===== src/hdl/sn7seg_pkg.sv =====
`default_nettype none
package sn7seg_pkg;

  localparam int NUM_POS = 6;

  localparam logic [7:0] DOT_BIT     = 8'h80;
  localparam logic [7:0] MINUS_GLYPH = 8'h40;
  localparam logic [7:0] BLANK_GLYPH = 8'h00;

  localparam logic [0:0] LAYOUT_FOUR = 1'b0;
  localparam logic [0:0] LAYOUT_SIX  = 1'b1;

  localparam logic [2:0] USED_FOUR = 3'd4;

  typedef struct packed {
    logic signed [31:0] value;
    logic               zero_fill;
    logic signed [3:0]  dot_index;
  } sn7seg_in_t;

  typedef struct packed {
    logic [7:0] seg_pos0;
    logic [7:0] seg_pos1;
    logic [7:0] seg_pos2;
    logic [7:0] seg_pos3;
    logic [7:0] seg_pos4;
    logic [7:0] seg_pos5;
    logic [2:0] used_positions;
  } sn7seg_out_t;

  typedef struct packed {
    logic load;
    logic step;
  } sn7seg_cmd_t;

  typedef struct packed {
    logic last;
  } sn7seg_status_t;

  function automatic logic [7:0] digit_glyph(input logic [3:0] d);
    logic [7:0] g;
    unique case (d)
      4'd0:    g = 8'h3f;
      4'd1:    g = 8'h06;
      4'd2:    g = 8'h5b;
      4'd3:    g = 8'h4f;
      4'd4:    g = 8'h66;
      4'd5:    g = 8'h6d;
      4'd6:    g = 8'h7d;
      4'd7:    g = 8'h07;
      4'd8:    g = 8'h7f;
      4'd9:    g = 8'h6f;
      default: g = BLANK_GLYPH;
    endcase
    return g;
  endfunction

  // display position for digit-order index k
  function automatic logic [2:0] pos_order(input logic layout, input logic [2:0] k);
    logic [2:0] p;
    if (layout == LAYOUT_SIX) begin
      unique case (k)
        3'd0:    p = 3'd3;
        3'd1:    p = 3'd4;
        3'd2:    p = 3'd5;
        3'd3:    p = 3'd0;
        3'd4:    p = 3'd1;
        3'd5:    p = 3'd2;
        default: p = 3'd0;
      endcase
    end else begin
      unique case (k)
        3'd0:    p = 3'd3;
        3'd1:    p = 3'd2;
        3'd2:    p = 3'd1;
        default: p = 3'd0;
      endcase
    end
    return p;
  endfunction

endpackage
`default_nettype wire


===== src/hdl/sn7seg_ctrl.sv =====
`default_nettype none
module sn7seg_ctrl (
  input  wire logic                      clk,
  input  wire logic                      rst,
  input  wire logic                      start,
  input  wire sn7seg_pkg::sn7seg_status_t status,
  output sn7seg_pkg::sn7seg_cmd_t        cmd,
  output logic                           busy,
  output logic                           done
);

  typedef enum logic [2:0] {
    IDLE = 3'b001,
    RUN  = 3'b010,
    FIN  = 3'b100
  } state_t;

  state_t state, state_next;

  always_ff @(posedge clk) begin
    if (rst) begin
      state <= IDLE;
    end else begin
      state <= state_next;
    end
  end

  always_comb begin
    state_next = state;
    cmd        = '0;
    busy       = 1'b1;
    done       = 1'b0;
    unique case (state)
      IDLE: begin
        busy = 1'b0;
        if (start) begin
          cmd.load   = 1'b1;
          state_next = RUN;
        end
      end
      RUN: begin
        cmd.step = 1'b1;
        if (status.last) begin
          state_next = FIN;
        end
      end
      FIN: begin
        done       = 1'b1;
        state_next = IDLE;
      end
      default: begin
        state_next = IDLE;
      end
    endcase
  end

endmodule
`default_nettype wire


===== config.mk =====
export PLATFORM = sky130hd
export DESIGN_NAME = sn7seg_ctrl
export DESIGN_NICKNAME = d
export VERILOG_FILES = /design/src/hdl/sn7seg_pkg.sv /design/src/hdl/sn7seg_ctrl.sv
export SDC_FILE = /design/constraint.sdc
export NUM_CORES = 1
export LEC_CHECK = 0
export ABC_AREA = 1
export BUFFER_PORTS_ARGS = -buffer_cell sky130_fd_sc_hd__buf_2
export CORE_AREA = 2 2 39 41
export DETAILED_ROUTE_END_ITERATION = 7
export DIE_AREA = 0 0 41 43
export MAX_ROUTING_LAYER = met4
export PLACE_DENSITY = 0.38
export SLEW_MARGIN = 10
export SYNTH_ARGS = -nofsm -noshare
export SYNTH_HDL_FRONTEND = slang
export SYNTH_SLANG_ARGS = --single-unit

===== constraint.sdc =====
create_clock -name clk -period 1.3 [get_ports clk]
set_clock_uncertainty 0.15 [all_clocks]
set_input_delay 0.13 -clock clk [delete_from_list [all_inputs] [get_ports clk]]
set_output_delay 0.13 -clock clk [all_outputs]
set_load 0.1 [all_outputs]

==> impl_metrics.prom, run 1 <==
# TYPE chip_impl_metric gauge
chip_impl_info{name="status",value="complete, but fails checks"} 1
chip_impl_info{name="violations",value="setup timing"} 1
chip_impl_metric{name="grt_start_max_net_pins",unit=""} 7
chip_impl_info{name="worst-setup-path-type",value="flop to output pin"} 1
chip_impl_metric{name="place.detailed.hpwl",unit="um"} 293.9
chip_impl_metric{name="setup.reg_to_reg.worst_slack",unit="ps"} 210
chip_impl_metric{name="final_critical_path_setup_slack",unit="ps"} -34.61
chip_impl_metric{name="power.density_cell_area",unit="nW/um^2"} 1204
chip_impl_metric{name="maxCapViolCount",unit=""} 0
chip_impl_info{name="regMostFlops",value="state"} 1
chip_impl_metric{name="final_antenna_net_count",unit=""} 0
chip_impl_metric{name="detail_routed_net_length_per_standard_cell",unit="um"} 7.389
chip_impl_metric{name="numCtsBuffers",unit=""} 3
chip_impl_info{name="layout_top_registers",value="state (3)"} 1
chip_impl_metric{name="synthesis.instances",unit=""} 21
chip_impl_metric{name="synthesis.area_per_instance",unit="um^2"} 6.733
chip_impl_metric{name="gr-total-overflow",unit=""} 0
chip_impl_metric{name="insertedDiodeCount",unit=""} 0
chip_impl_metric{name="worstMarginPinSlew",unit="ps"} 170.9
chip_impl_metric{name="setup-violations-final",unit=""} 3
chip_impl_metric{name="fraction_of_final_layout_cells_sized_beyond_drive_strength_1",unit="%"} 71.05
chip_impl_metric{name="totalWireLength",unit="um"} 399
chip_impl_metric{name="cts.sinks",unit=""} 3
chip_impl_metric{name="timing.reg2reg.worst_path_depth",unit=""} 5
chip_impl_info{name="cts-root-buf",value="clkbuf_4"} 1
chip_impl_metric{name="leakagePower",unit="nW"} 0.1604
chip_impl_metric{name="dpl-instance-area",unit="um^2"} 307.8
chip_impl_metric{name="filler_cell_count",unit=""} 143
chip_impl_info{name="hold_path_end",value="state[0]"} 1
chip_impl_metric{name="initial_antenna_violation_count",unit=""} 0
chip_impl_metric{name="dieHeight",unit="um"} 43
chip_impl_metric{name="post_synth_instance_area",unit="um^2"} 141.4
chip_impl_metric{name="achievable-frequency",unit="GHz"} 0.7493
chip_impl_metric{name="yosys_register_bits",unit=""} 3
chip_impl_info{name="synth_area_leader_cell",value="dfxtp_1"} 1
chip_impl_metric{name="timing.critical_path.fanout_max",unit=""} 4
chip_impl_metric{name="finish.instance_area",unit="um^2"} 387.9
chip_impl_metric{name="die_x",unit="um"} 41
chip_impl_metric{name="grt_pass1_vias",unit=""} 201
chip_impl_info{name="timing.critical_path.from",value="state[1]"} 1
chip_impl_metric{name="clk_latency",unit="ps"} 230
chip_impl_metric{name="synthDistinctLibCells",unit=""} 10
chip_impl_metric{name="syn_to_final_growth",unit="%"} 174.3
chip_impl_metric{name="total_power",unit="mW"} 0.4672
chip_impl_metric{name="fin_tns_setup",unit="ps"} -64.05
chip_impl_info{name="cp-end-kind",value="output pin"} 1
chip_impl_metric{name="place.gp.congestion",unit=""} 0.7344
chip_impl_metric{name="design.portCount",unit=""} 8
chip_impl_metric{name="worstPathArrival",unit="ps"} 1050
chip_impl_metric{name="period_needed",unit="ps"} 1335
chip_impl_info{name="grt_setup_unrepaired",value="true"} 1
chip_impl_metric{name="synth_nets",unit=""} 25
chip_impl_info{name="r2r_start",value="state[1]"} 1
chip_impl_metric{name="max_clock_buf_depth",unit=""} 2
chip_impl_metric{name="first_pass_grt_wire_length",unit="um"} 738
chip_impl_info{name="startpoint_type",value="flop"} 1
chip_impl_metric{name="synthesis.yosys.warnings",unit=""} 0
chip_impl_metric{name="via_count",unit=""} 183
chip_impl_metric{name="core_outline_area",unit="um^2"} 1384
chip_impl_metric{name="slowest_delay",unit="ps"} 360
chip_impl_metric{name="finalHoldViolCount",unit=""} 0
chip_impl_info{name="hold_start",value="start"} 1
chip_impl_metric{name="start_util",unit="%"} 10.22
chip_impl_metric{name="route.detailed.vias_per_inst",unit=""} 3.389
chip_impl_info{name="min-delay-path-class",value="primary input to flop"} 1
chip_impl_metric{name="drcViolationCount",unit=""} 0
chip_impl_metric{name="min_delay_path_depth",unit=""} 4
chip_impl_metric{name="timing.final.max_slew_violations",unit=""} 0
chip_impl_metric{name="finalCritPeriodShare",unit="%"} 102.7
chip_impl_metric{name="largest_register_ffs",unit=""} 3
chip_impl_metric{name="dr.first_iter.drc_count",unit=""} 5
chip_impl_metric{name="ctsHtreeMaxLevel",unit=""} 1
chip_impl_metric{name="cp_data_required_time",unit="ps"} 1020
chip_impl_metric{name="worst_setup_hold_path_clk_slew",unit="ps"} 40
chip_impl_metric{name="gr-usage-all-layers",unit="%"} 6.680
chip_impl_metric{name="layout.nets",unit=""} 43
chip_impl_info{name="synthTopCellsByArea",value="dfxtp_1 (42%), nand3_1 (14%), inv_1 (13%)"} 1
chip_impl_metric{name="drt_first_pass_iters",unit=""} 2
chip_impl_info{name="tritoncts",value="done"} 1
chip_impl_metric{name="port_buffers",unit=""} 7
chip_impl_metric{name="num_rows",unit=""} 14
chip_impl_metric{name="slew_headroom",unit="%"} 88.57
chip_impl_metric{name="irDropWorstVdd",unit="uV"} 468.7
chip_impl_metric{name="synth_sequential_area_ratio",unit="%"} 42.48
chip_impl_metric{name="floorplan.die_area",unit="um^2"} 1763
chip_impl_info{name="crit-reg2reg-capture",value="state[0]"} 1
chip_impl_metric{name="synth_top_cell_area_share",unit="%"} 42.48
chip_impl_info{name="timing.critical_path.slowest_stage_cell",value="dfxtp_4"} 1
chip_impl_info{name="worstPathCellList",value="nor2_4, nand3_2, clkinvlp_4, buf_12"} 1
[worst max-delay path by stage]
stage | endpoint | slack [ps] | cells after the start
CTS | cmd[1] | -60 | 4
detailed placement | cmd[1] | 140 | 5
global placement | cmd[1] | 140 | 5
floorplan | done | -120 | 1
finish | cmd[1] | -30 | 4
global route | cmd[1] | -90 | 4
[stage by stage]
| stage | std cells | setup slack, ps | hold WS, ps | util (%) |
|---|---|---|---|---|
| 6_report | 54 | -34.61 | 122.5 | 28.03 |
| 5_1_grt | 54 | -85.39 | 140.7 | 28.03 |
| 4_1_cts | 54 | -58.60 | 117.5 | 27.85 |
| 3_5_place_dp | 45 | 139.5 | 174.2 | 22.24 |
| 3_3_place_gp | 45 | 135.2 | 172.5 | 22.24 |
| 2_1_floorplan | 21 | -118.2 | 41.65 | - |
[kinds of logic (layout without fill, tap and decap cells)]
family,after synthesis,count (layout),synth area share [%]
AOI/OAI and AO/OA,2,2,7.080
buffers and inverters,6,23,15.93
DFF,3,3,42.48
and+or+nand+nor,10,10,34.52
[routing by layer]
metal,vias up,wire [um],GRT usage [%]
li1,100,-,-
met1,75,204,8.013
met2,8,158,7.813
met3,0,36,4.712
met4,0,0,4.000
met5,-,0,-
[critical path, delay by kind of cell, from the launching register on]
| family | cells | cell delay, ps |
|---|---|---|
| buf+inv | 2 | 250 |
| flops | 1 | 360 |
| simple gates | 2 | 200 |
[cell usage in the layout (no fill, tap or decap), drive strengths merged]
| cell | netlist | final |
|---|---|---|
| nor2 | 2 | 2 |
| clkbuf | 0 | 4 |
| nand4 | 1 | 1 |
| dlygate4sd3 | 0 | 2 |
| buf | 0 | 11 |
| nor3 | 1 | 1 |
| a21oi | 2 | 2 |
| inv | 6 | 4 |
| nand3 | 4 | 4 |
| dfxtp | 3 | 3 |
| clkinvlp | 0 | 2 |
| nand2 | 2 | 2 |
[area by class of cell]
cell class / count / area, um^2 / area share (%)
Tap cell: 16 / 20.02 / 5.161
Inverter: 6 / 32.53 / 8.387
Multi-Input combinational cell: 12 / 97.59 / 25.16
Sequential cell: 3 / 66.31 / 17.10
Clock buffer: 4 / 26.28 / 6.774
Timing Repair Buffer: 13 / 145.1 / 37.42
[repair_timing]
item / CTS / global route
setup endpoints to repair: 3 / 4
hold buffers: 2 / 0
pin swaps: 1 / 2
hold endpoints to repair: 3 / 0
gates resized for setup: 3 / 1
setup buffers: 3 / 0
[power by group]
group / total (mW) / internal (mW) / leakage [nW] / switching [mW]
Sequential: 0.108 / 0.100 / 0.0255 / 0.00804
Clock: 0.158 / 0.115 / 0.0150 / 0.0437
Combinational: 0.200 / 0.0778 / 0.120 / 0.123
Total: 0.467 / 0.293 / 0.160 / 0.174
[Yosys cell counts]
| cell type | instances |
|---|---|
| nand2_1 | 2 |
| nor2_1 | 1 |
| nand3_1 | 4 |
| a21oi_1 | 2 |
| dfxtp_1 | 3 |
| inv_1 | 5 |
| inv_2 | 1 |
| nand4_1 | 1 |
| nor2_2 | 1 |
| nor3_1 | 1 |
(Power assumes the default switching activity.)
==> run 2: changes to the inputs <==
clock period = 1.5 ns   (was 1.3 ns; I/O delays follow)
==> run 2 against run 1 <==
Compared with the run above: the run now ends clean; die area unchanged; power is 18% lower; register-to-register slack improved by 130 ps; cell count shrank 7.4%; worst hold slack got worse by 98 ps; core utilization decreased by 4.5 points; critical path depth is 1 higher; non-clock buffer count fell by 4; critical path type unchanged; critical endpoint unchanged.
==> impl_metrics.prom, run 2 (synthesis gave the netlist of run 1 again) <==
# TYPE chip_impl_metric gauge
chip_impl_metric{name="ctsHtreeMaxLevel",unit=""} 1
chip_impl_metric{name="buf_inv_on_cp",unit=""} 3
chip_impl_metric{name="via_count",unit=""} 175
chip_impl_metric{name="worstPathArrival",unit="ps"} 1140
chip_impl_metric{name="final_antenna_net_count",unit=""} 0
chip_impl_metric{name="drcViolationCount",unit=""} 0
chip_impl_metric{name="detail_routed_net_length_per_standard_cell",unit="um"} 6.520
chip_impl_metric{name="dp_cells",unit=""} 44
chip_impl_info{name="worst-setup-path-type",value="flop to output pin"} 1
chip_impl_metric{name="first_pass_grt_wire_length",unit="um"} 614
chip_impl_info{name="cp-end-kind",value="output pin"} 1
chip_impl_metric{name="num_rows",unit=""} 14
chip_impl_metric{name="dr.first_iter.drc_count",unit=""} 2
chip_impl_metric{name="fraction_of_final_layout_cells_sized_beyond_drive_strength_1",unit="%"} 55.88
chip_impl_metric{name="slew_headroom",unit="%"} 88.64
chip_impl_metric{name="core_outline_area",unit="um^2"} 1384
chip_impl_metric{name="floorplan.die_area",unit="um^2"} 1763
chip_impl_metric{name="timing.final.max_slew_violations",unit=""} 0
chip_impl_metric{name="use_met3",unit="%"} 4.712
chip_impl_metric{name="die_x",unit="um"} 41
chip_impl_info{name="layout_top_registers",value="state (3)"} 1
chip_impl_info{name="worstPathCellList",value="inv_1, nor2_2, nand3_1, inv_1, buf_12"} 1
chip_impl_metric{name="gr-total-overflow",unit=""} 0
chip_impl_metric{name="place.detailed.hpwl",unit="um"} 288.5
chip_impl_info{name="cts-root-buf",value="clkbuf_4"} 1
chip_impl_metric{name="seq_power_share",unit="%"} 24.7
chip_impl_info{name="startpoint_type",value="flop"} 1
chip_impl_info{name="most-common-layout-cells",value="inv_1 (4), buf_12 (4), nand3_1 (3), clkbuf_4 (3), buf_2 (3)"} 1
chip_impl_metric{name="power.switching",unit="mW"} 0.1412
chip_impl_metric{name="clk_latency",unit="ps"} 230
chip_impl_metric{name="slowest_delay",unit="ps"} 340
chip_impl_info{name="regMostFlops",value="state"} 1
chip_impl_metric{name="gr-usage-all-layers",unit="%"} 6.166
chip_impl_metric{name="finalCritPeriodShare",unit="%"} 95.89
chip_impl_metric{name="grt_start_max_net_pins",unit=""} 7
chip_impl_info{name="critPathMostFrequentCell",value="inv_1"} 1
chip_impl_metric{name="insertedDiodeCount",unit=""} 0
chip_impl_metric{name="start_util",unit="%"} 10.22
chip_impl_metric{name="initial_antenna_violation_count",unit=""} 0
chip_impl_metric{name="leakagePower",unit="nW"} 0.1446
chip_impl_metric{name="layout.nets",unit=""} 39
chip_impl_metric{name="achievable-frequency",unit="GHz"} 0.6953
chip_impl_info{name="min-delay-path-class",value="primary input to flop"} 1
chip_impl_metric{name="period_needed",unit="ps"} 1438
chip_impl_metric{name="drt_first_pass_iters",unit=""} 4
chip_impl_metric{name="max_clock_buf_depth",unit=""} 2
chip_impl_metric{name="grt_use_met2",unit="%"} 8.125
chip_impl_metric{name="maxCapViolCount",unit=""} 0
chip_impl_metric{name="place.gp.congestion",unit=""} 0.6275
chip_impl_metric{name="share_clk_of_total_power",unit="%"} 36.4
chip_impl_metric{name="internal-power",unit="mW"} 0.2399
chip_impl_metric{name="numCtsBuffers",unit=""} 3
chip_impl_info{name="grt_setup_unrepaired",value="false"} 1
chip_impl_metric{name="timing.critical_path.fanout_max",unit=""} 3
chip_impl_metric{name="port_buffers",unit=""} 7
chip_impl_metric{name="route.detailed.vias_per_inst",unit=""} 3.500
chip_impl_metric{name="syn_to_final_growth",unit="%"} 130.1
chip_impl_metric{name="cp_data_required_time",unit="ps"} 1200
chip_impl_metric{name="power.density_cell_area",unit="nW/um^2"} 1172
chip_impl_info{name="top_usage_layer",value="met2"} 1
chip_impl_metric{name="setup-violations-final",unit=""} 0
chip_impl_metric{name="design.portCount",unit=""} 8
chip_impl_info{name="critical_path.top_delay_family",value="buffers and inverters"} 1
chip_impl_metric{name="worst_setup_hold_path_clk_slew",unit="ps"} 40
chip_impl_metric{name="cts.sinks",unit=""} 3
chip_impl_metric{name="grt_pass1_vias",unit=""} 172
chip_impl_metric{name="worstMarginPinSlew",unit="ps"} 169.8
chip_impl_metric{name="largest_register_ffs",unit=""} 3
chip_impl_metric{name="final_non_filler_cells",unit=""} 50
chip_impl_metric{name="holdWs",unit="ps"} 24.80
chip_impl_metric{name="totalWireLength",unit="um"} 326
chip_impl_metric{name="combPwrFrac",unit="%"} 38.9
chip_impl_info{name="timing.critical_path.slowest_stage_cell",value="dfxtp_2"} 1
chip_impl_metric{name="irDropWorstVdd",unit="uV"} 357.4
chip_impl_info{name="status",value="finished clean"} 1
chip_impl_info{name="tritoncts",value="done"} 1
chip_impl_metric{name="dieHeight",unit="um"} 43
chip_impl_metric{name="switching_share",unit="%"} 37.06
chip_impl_metric{name="finalHoldViolCount",unit=""} 0
chip_impl_metric{name="met1_usage",unit="%"} 4.167
-- run 2: cell types whose count changed in the layout (fill, tap and decap cells not counted), sizes merged --
cell / delta
buf: -3
inv: +1
clkinvlp: -1
dlygate4sd3: -1
-- run 2: final timing paths --
| kind | depth (start not counted) | from | end | slack [ps] |
|---|---|---|---|---|
| hold reg to reg | 2 | state[1] | state[1] | 380 |
| hold / removal | 3 | status | state[2] | 20 |
| setup reg to reg | 6 | state[0] | state[0] | 340 |
| setup / recovery | 5 | state[0] | cmd[1] | 60 |
-- run 2: area by class of cell --
| cell class | instances | area [um^2] |
|---|---|---|
| inverter | 6 | 26.28 |
| clock buffer | 4 | 26.28 |
| sequential | 3 | 62.56 |
| tap | 16 | 20.02 |
| fill | 157 | 1059 |
| multi-input combinational | 12 | 77.57 |
| timing repair buffer | 9 | 112.6 |
-- run 2: stage by stage --
stage / area (um^2) / power (mW) / utilization (%) / setup TNS, ps / setup WS, ps
2_1_floorplan: 163.9 / 0.1847 / - / -56.39 / -51.41
3_3_place_gp: 279.0 / 0.2366 / 20.16 / 0 / 228.0
3_5_place_dp: 279.0 / 0.2353 / 20.16 / 0 / 234.9
4_1_cts: 324.1 / 0.3921 / 23.42 / 0 / 23.68
5_1_grt: 325.3 / 0.4091 / 23.51 / 0 / 3.563
6_report: 325.3 / 0.3811 / 23.51 / 0 / 61.69
-- run 2: power groups by stage --
stage | registers [mW] | clock network, mW | logic [mW]
CTS | 0.0937 | 0.149 | 0.149
global route | 0.0945 | 0.158 | 0.156
global placement | 0.0943 | 0 | 0.142
floorplan | 0.0937 | 0 | 0.0910
detailed placement | 0.0942 | 0 | 0.141
finish | 0.0942 | 0.139 | 0.148
-- run 2: per-layer routing --
metal | share of wire (%) | routed length (um) | vias to the layer above
li1 | - | - | 95
met1 | 39 | 128 | 74
met2 | 51 | 166 | 6
met3 | 9.2 | 30 | 0
met4 | 0 | 0 | 0
met5 | 0 | 0 | -
-- run 2: worst register-to-register path, delay by kind of cell (launching register included) --
family | cells | cell delay [ps]
and+or+nand+nor | 3 | 240
AOI/OAI and AO/OA | 1 | 120
DFF | 1 | 340
buffers and inverters | 2 | 200
-- run 2: timing repair --
item                       in CTS  in global routing
gates resized for setup         1                  1
hold endpoints to repair        3                  0
setup endpoints to repair       1                  2
hold buffers                    1                  0
pin swaps                       1                  1
buffers inserted                1                  0
